===== config.mk =====
export PLATFORM = sky130hd
export DESIGN_NAME = pptb_div
export DESIGN_NICKNAME = d
export VERILOG_FILES = /design/src/per_peer_token_bucket_limiter_defines.svh /design/src/pptb_pkg.sv /design/src/pptb_div.sv
export SDC_FILE = /design/constraint.sdc
export NUM_CORES = 1
export LEC_CHECK = 0
export ABC_CLOCK_PERIOD_IN_PS = 9320
export BUFFER_PORTS_ARGS = -buffer_cell sky130_fd_sc_hd__buf_2
export CAP_MARGIN = 5
export CORE_AREA = 4 4 159 99
export CTS_BUF_LIST = sky130_fd_sc_hd__clkbuf_2
export CTS_CLUSTER_DIAMETER = 50
export CTS_CLUSTER_SIZE = 14
export DETAILED_ROUTE_END_ITERATION = 8
export DIE_AREA = 0 0 163 103
export PLACE_DENSITY = 0.9
export REMOVE_ABC_BUFFERS = 1
export SKIP_LAST_GASP = 1
export SYNTH_ARGS = -nofsm -noshare
export SYNTH_HDL_FRONTEND = slang
export SYNTH_SLANG_ARGS = --single-unit

===== constraint.sdc =====
create_clock -name clk_i -period 9.32 [get_ports clk_i]
set_clock_uncertainty 0.15 [all_clocks]
set_input_delay 1.398 -clock clk_i [delete_from_list [all_inputs] [get_ports clk_i]]
set_output_delay 1.398 -clock clk_i [all_outputs]
set_load 0.01 [all_outputs]

===== src/per_peer_token_bucket_limiter_defines.svh =====
// Assertion macros shared by the rate limiter RTL.
// Needs clk_i and rst_ni in the scope of the module that uses them.
`ifndef PER_PEER_TOKEN_BUCKET_LIMITER_DEFINES_SVH
`define PER_PEER_TOKEN_BUCKET_LIMITER_DEFINES_SVH

// Property holds on every clock edge out of reset.
`define PPTB_ASSERT(lbl, prop) \
  lbl: assert property (@(posedge clk_i) disable iff (!rst_ni) (prop)) \
    else $error("assertion failed");

// Same-cycle implication.
`define PPTB_ASSERT_IMPL(lbl, ante, cons) \
  lbl: assert property (@(posedge clk_i) disable iff (!rst_ni) (ante) |-> (cons)) \
    else $error("assertion failed");

// Next-cycle implication.
`define PPTB_ASSERT_NEXT(lbl, ante, cons) \
  lbl: assert property (@(posedge clk_i) disable iff (!rst_ni) (ante) |=> (cons)) \
    else $error("assertion failed");

`endif


===== src/pptb_pkg.sv =====
// Types, constants and bucket tables of the per-peer token bucket limiter.
// No dependencies.
`timescale 1ns / 1ps
package pptb_pkg;

  typedef enum logic [1:0] {
    ACT_CHECK  = 2'd0,
    ACT_RETRY  = 2'd1,
    ACT_REMOVE = 2'd2,
    ACT_NONE   = 2'd3
  } action_e;

  localparam int TOK_W     = 32;
  localparam int TIME_W    = 48;
  localparam int EL_W      = 25;
  localparam int SCALE_W   = 12;
  localparam int RATE_W    = 14;
  localparam int BURST_W   = 26;
  localparam int RS_W      = RATE_W + SCALE_W;
  localparam int ADD_W     = RS_W + EL_W - 8;
  localparam int COST_W    = 20;
  localparam int Q_W       = 11;
  localparam int SLOTS     = 8;
  localparam int CFG_IDX_W = 1;
  localparam int DX_W      = 18;
  localparam int DMUL_W    = 19;

  localparam logic CFG_MAX_PEERS = 1'b0;
  localparam logic CFG_SCALE     = 1'b1;

  localparam logic [EL_W-1:0] EL_CLAMP = 25'h1000000;
  localparam logic [SCALE_W-1:0] SCALE_RESET = 12'd256;

  // micro-tokens per ms, burst and cost in micro-tokens
  localparam logic [RATE_W-1:0] RATE_UPMS [SLOTS] = '{
    14'd5000, 14'd500, 14'd1000, 14'd10000, 14'd10000, 14'd10000, 14'd10000, 14'd10000};
  localparam logic [BURST_W-1:0] BURST_UT [SLOTS] = '{
    26'd50000000, 26'd5000000, 26'd10000000, 26'd10000000,
    26'd10000000, 26'd10000000, 26'd10000000, 26'd10000000};
  localparam logic [COST_W-1:0] COST_UT [SLOTS] = '{
    20'd1000000, 20'd1000000, 20'd1000000, 20'd100000,
    20'd100000, 20'd100000, 20'd100000, 20'd100000};

  // rate = 2^pre * 125 or 2^pre * 625; deficit >> pre stays below 2^18,
  // where (x * mul) >> post is exactly x / (rate >> pre)
  localparam logic [2:0] DIV_PRE [SLOTS] = '{
    3'd3, 3'd2, 3'd3, 3'd4, 3'd4, 3'd4, 3'd4, 3'd4};
  localparam logic [DMUL_W-1:0] DIV_MUL [SLOTS] = '{
    19'd429497, 19'd268436, 19'd268436, 19'd429497,
    19'd429497, 19'd429497, 19'd429497, 19'd429497};
  localparam logic [4:0] DIV_POST [SLOTS] = '{
    5'd28, 5'd25, 5'd25, 5'd28, 5'd28, 5'd28, 5'd28, 5'd28};

  // burst * scale / 256 stays below 2^30, no saturation needed
  function automatic logic [TOK_W-1:0] scaled_burst(input logic [2:0] t,
                                                    input logic [SCALE_W-1:0] s);
    logic [BURST_W+SCALE_W-1:0] p;
    p = BURST_UT[t] * s;
    return TOK_W'(p >> 8);
  endfunction

endpackage


===== src/pptb_div.sv =====
// Retry time divider: deficit / rate by a shift and a reciprocal multiply;
// operands are registered at start, then quotient and done_o. Depends on pptb_pkg.
`timescale 1ns / 1ps
module pptb_div (
  input  logic                         clk_i,
  input  logic                         rst_ni,
  input  logic                         start_i,
  input  logic [pptb_pkg::COST_W-1:0]  dividend_i,
  input  logic [2:0]                   type_i,
  output logic                         done_o,
  output logic [pptb_pkg::Q_W-1:0]     quotient_o
);

  localparam int P_W = pptb_pkg::DX_W + pptb_pkg::DMUL_W;

  logic                         busy_q, busy_d;
  logic                         done_q, done_d;
  logic [pptb_pkg::DX_W-1:0]    x_q, x_d;
  logic [pptb_pkg::DMUL_W-1:0]  mul_q, mul_d;
  logic [4:0]                   post_q, post_d;
  logic [pptb_pkg::Q_W-1:0]     quo_q, quo_d;
  logic [P_W-1:0]               prod;
  logic [P_W-1:0]               shifted;

  always_comb begin
    busy_d  = start_i;
    done_d  = busy_q;
    x_d     = x_q;
    mul_d   = mul_q;
    post_d  = post_q;
    quo_d   = quo_q;
    prod    = P_W'(x_q) * P_W'(mul_q);
    shifted = prod >> post_q;
    if (start_i) begin
      x_d    = pptb_pkg::DX_W'(dividend_i >> pptb_pkg::DIV_PRE[type_i]);
      mul_d  = pptb_pkg::DIV_MUL[type_i];
      post_d = pptb_pkg::DIV_POST[type_i];
    end
    if (busy_q) begin
      quo_d = pptb_pkg::Q_W'(shifted);
    end
  end

  always_ff @(posedge clk_i or negedge rst_ni) begin
    if (!rst_ni) begin
      busy_q <= 1'b0;
      done_q <= 1'b0;
    end else begin
      busy_q <= busy_d;
      done_q <= done_d;
    end
  end

  always_ff @(posedge clk_i) begin
    x_q    <= x_d;
    mul_q  <= mul_d;
    post_q <= post_d;
    quo_q  <= quo_d;
  end

  assign done_o     = done_q;
  assign quotient_o = quo_q;

endmodule


Yosys cells after proc, flatten, opt, wreduce, memory -nomap -nowiden
Memory sizes are Yosys's and may differ from the RTL's. A register that Yosys moved wholly into a read port is not among the register bits.
Cells that the tools add are included.
{"block": "word_totals", "romBits": 216, "elab_cells": 14, "input_bits": 26, "n_memories": 3, "output_inout_bits": 12, "reg_bits": 31}
{"name": "(name not given)", "words": 8, "word_bits": 19, "rd": 1, "rd_clocked_by_memory_dff": 1, "write_ports": 0, "line": "pptb_div.sv:36", "rtl": "mul_d = pptb_pkg::DIV_MUL[type_i];"}
{"name": "(name not given)", "words": 8, "word_bits": 5, "rd": 1, "rd_clocked_by_memory_dff": 1, "write_ports": 0, "line": "pptb_div.sv:37", "rtl": "post_d = pptb_pkg::DIV_POST[type_i];"}
{"name": "(name not given)", "words": 8, "word_bits": 3, "rd": 1, "rd_clocked_by_memory_dff": 0, "write_ports": 0, "line": "pptb_div.sv:35", "rtl": "x_d = pptb_pkg::DX_W'(dividend_i >> pptb_pkg::DIV_PRE[type_i]);"}
{"block": "op_classes", "n_mul": 1, "n_bitwise": 1, "magnitude_cmp": 1, "mux": 2, "shift": 2}
{"cell": "18-bit by 19-bit multiplier with 37-bit output", "count": 1}
{"cell": "37-bit by 5-bit >> shifter with 11-bit output", "count": 1}
{"cell": "20-bit by 3-bit >> shifter with 18-bit output", "count": 1}
{"cell": "3-bit 2-to-1 mux", "count": 2}
{"cell": "4-bit greater-or-equal comparator, second input constant", "count": 1}
{"cell": "3-bit NOT with 4-bit output", "count": 1}

Depth between registers and ports, before layout
{"block": "logic_depth", "ltp_word": 5, "depth_mapped": 26, "mapped_depth_nobuf": 24}

Worst setup path after synthesis
OpenSTA, ideal clock, no wires.
{"block": "synth_timing", "path_type": "register -> register", "startpoint": "reg post_q[0]", "endpoint": "reg quo_q, in the netlist quotient_o[5], data pin", "setup_time_ns": 0.273, "period_less_slack_ns": 6.539, "arrival_time_ns": 6.116, "n_path_buf": 3, "required_time_ns": 8.897, "stages_incl_launch_ff": 24, "slack_ns": 2.781, "path_cell_list": "edfxtp_1 > clkbuf_1 > buf_4 > clkbuf_1 > nand2_1 > fa_1 > fa_1 > fa_1 > inv_1 > fa_1 > fa_1 > inv_1 > fa_1 > inv_1 > ha_1 > a21oi_1 > inv_1 > a221oi_1 > a2111oi_2 > o21ai_2 > a31oi_1 > or4_1 > o311ai_0 > a21oi_1"}
{"block": "synth_via", "elab_chain_len": 1}
{"item": "start, declared", "line": "pptb_div.sv:20", "rtl": "logic [4:0] post_q, post_d;"}
{"item": "37-bit by 5-bit >> shifter with 11-bit output", "line": "pptb_div.sv:33", "rtl": "shifted = prod >> post_q;"}
{"item": "net shifted[5]", "line": "pptb_div.sv:23", "rtl": "logic [P_W-1:0] shifted;"}
{"item": "end signal, assigned", "line": "pptb_div.sv:58", "rtl": "quo_q <= quo_d;"}
{"item": "end, declared", "line": "pptb_div.sv:21", "rtl": "logic [pptb_pkg::Q_W-1:0] quo_q, quo_d;"}
The timed path passes the listed nets, and every way through them passes these cells.
A chain may end at the register's enable or synchronous reset.

Worst setup path after layout
{"block": "layout_timing", "startpoint": "reg post_q[0]", "endpoint": "reg quo_q, in the netlist quotient_o[7], data pin"}
Same word-level chain as after synthesis.

==> impl_metrics.yaml <==
yosys:
  synth_top_area_share: 0.347
  yosysUniqueCellTypes: 61
  synthFlopType: "edfxtp_1"
  yosys.area.top_type: "fa_1"
  ys_seq_elements: 33
  synth_warnings: 0
  syn_inst: 944
  synth_seq_area_share: 0.106
  netlist_area_sq_um: 9280
  async_flop_share: 0.0606
  synth-edff-count: 31
  synth_area_leaders: "fa_1 35%, ha_1 23%, inv_1 12%"
  syn_avg_cell_area_sq_um: 9.83
setup_path:
  cp_data_arrival_time_ns: 7.85
  worstSetupStartpointType: "register"
  crit_path_max_fanout: 24
  cp-end-kind: "register"
  worstSetupPathType: "register to register"
  cp.required_ns: 9.32
global_routing:
  grt_pass1_wl_mm: 36.1
  grt_overflow: 0
  grt_pass1_vias: 6855
  grt_max_degree: 27
  grt_usage: 0.284
  antenna_found_initial: 0
clock_network:
  clock_path_buffers: 2
  postCtsSetupBuffers: 0
  h-tree-depth: 2
  cts-root-buf: "clkbuf_2"
  clock-sinks: 33
  cts_hold_buf: 0
  clkLatencyLatePin_ns: 0.38
  clkTransAtPathRegs_ns: 0.20
  cts_resized: 0
  cts_tree: "yes"
  cts-buffers-inserted: 5
die:
  die-area_sq_um: 16800
  die_w_microns: 163
  pin_count: 38
  start_util: 0.649
  core_sq_um: 14300
  rows: 34
  fp.dieH_microns: 103
timing:
  setup_tns_ns: 0
  finalHoldViolations: 0
  fmax_mhz: 127
  final-setup-viol-count: 0
  slew_violations: 0
  grt_setup_unrepaired: "no"
  holdWs_ns: 0.563
  max_slew_margin: 0.210
  tightest_slew_ns: 1.18
  finalCriticalPeriod_ns: 7.85
  post-route-period-util: 0.842
place:
  post-dp-hpwl_mm: 20.4
  io_buffers: 35
  gp_congestion: 1.00
outcome:
  status: "completed"
cells_and_area:
  antenna_cells: 0
  fill_cells: 1055
  nets: 1335
  drive_above_1_share: 0.0676
  syn_to_final_growth_pct: 4.98
  fin_util: 0.682
drt:
  drt-total-wl_mm: 22.9
  wl_met3_mm: 3.26
  drtAntennaViolNets: 0
  wl_met1_mm: 10.2
  drt-initial-drc-count: 715
  drt-pass1-iter-count: 5
  wl_per_cell_microns: 19.5
  dr_wl_met2_mm: 9.16
  num_vias: 6675
  topRoutingLayerUsed: "met4"
  drcViolationCount: 0
  routed_via_density: 5.69
run:
  cap_violations: 0
min_path:
  hold_path_class: "register to register"
==> state kept, by name, summed over array words and instances, names as in the netlist <==
signal      count
busy_q          1
done_o          1
mul_q           1
post_q          1
quotient_o     11
x_q            18
==> per-layer routing <==
metal	track usage	vias to the layer above
met3	0.121	40
met4	0.0341	0
met5	0	-
met1	0.416	3263
li1	-	3019
met2	0.409	353
==> synthesized netlist by cell type, types with 3 or more instances <==
master	number
inv_1	307
ha_1	173
fa_1	161
nand2_1	40
edfxtp_1	31
a21oi_1	26
nor2_1	25
mux2i_1	20
and2_1	16
o21ai_0	15
xnor2_1	11
clkbuf_1	10
a211oi_1	9
a21o_1	9
nor2b_1	8
nand3_1	7
nor3_1	6
a31oi_1	5
mux4_2	5
nand4_1	4
o21a_1	3
o22ai_1	3
xor2_1	3
==> layout make-up <==
class                           instances  area [sq um]  area share
Clock buffer                            5          25.0     0.00257
Clock inverter                          3          46.3     0.00475
Sequential cell                        33           981       0.101
Inverter                              307          1150       0.118
Timing Repair Buffer                   40           213      0.0218
Multi-Input combinational cell        588          7080       0.726
Tap cell                              198           248      0.0254
==> cell usage in the layout, fill, tap and decap left out, types with 6 or more instances in the layout <==
cell type / netlist / final
nor3_1: 6 / 6
ha_1: 173 / 173
nor2_1: 25 / 25
a21oi_1: 26 / 26
nand2_1: 40 / 40
inv_1: 307 / 307
mux2i_1: 20 / 20
buf_2: 2 / 35
a21o_1: 9 / 9
fa_1: 161 / 161
a211oi_1: 9 / 9
nand3_1: 7 / 7
and2_1: 16 / 16
edfxtp_1: 31 / 31
nor2b_1: 8 / 8
o21ai_0: 15 / 15
xnor2_1: 11 / 11
==> logic make-up (layout without fill, tap and decap cells) <==
logic type,count (synthesis),after routing,share of synthesized area
AND/OR/NAND/NOR,120,120,0.0634
adder cells (fa/ha/maj),334,334,0.581
flip-flops,33,33,0.106
AO/OA/AOI/OAI,95,95,0.0717
multiplexers,25,25,0.0337
buffers and inverters,323,355,0.132
XOR/XNOR,14,14,0.0132
==> path summary, 6_finish.rpt <==
check	startpoint	to	slack, ns	cells past startpoint
max reg2reg	post_q[0]$_SDFFCE_PP0P_	quotient_o[7]$_DFFE_PP_	1.47	20
min reg2reg	busy_q$_DFF_PN0_	done_o$_DFF_PN0_	0.56	0
max	post_q[0]$_SDFFCE_PP0P_	quotient_o[7]$_DFFE_PP_	1.47	20
max in group asynchronous	rst_ni	done_o$_DFF_PN0_	8.33	1
min	busy_q$_DFF_PN0_	done_o$_DFF_PN0_	0.56	0
min in group asynchronous	rst_ni	busy_q$_DFF_PN0_	0.60	1
==> stage by stage <==
stage | std cells | setup slack (ns) | cell area [sq um]
5_1_grt | 1174 | 1.25 | 9740
3_3_place_gp | 1166 | 1.89 | 9670
3_5_place_dp | 1166 | 1.71 | 9670
6_report | 1174 | 1.47 | 9740
2_1_floorplan | 928 | 2.65 | 9210
4_1_cts | 1174 | 1.68 | 9740
==> critical path: stages, from the launching register on <==
cell and delay [ns]:
edfxtp_1 1.03, nand2_1 0.22, fa_1 0.56, fa_1 0.52, fa_1 0.60, inv_1 0.07
fa_1 0.49, fa_1 0.49, inv_1 0.05, fa_1 0.47, inv_1 0.04, ha_1 0.35
and3_2 0.23, and2_1 0.13, a32oi_1 0.08, a2111oi_2 0.88, nor2_1 0.24, o31ai_2 0.37
xor2_1 0.13, mux2i_1 0.34, o22ai_1 0.18
Power is not shown: default switching activity piles up to over one toggle a cycle in this logic, so the estimate is an artifact.
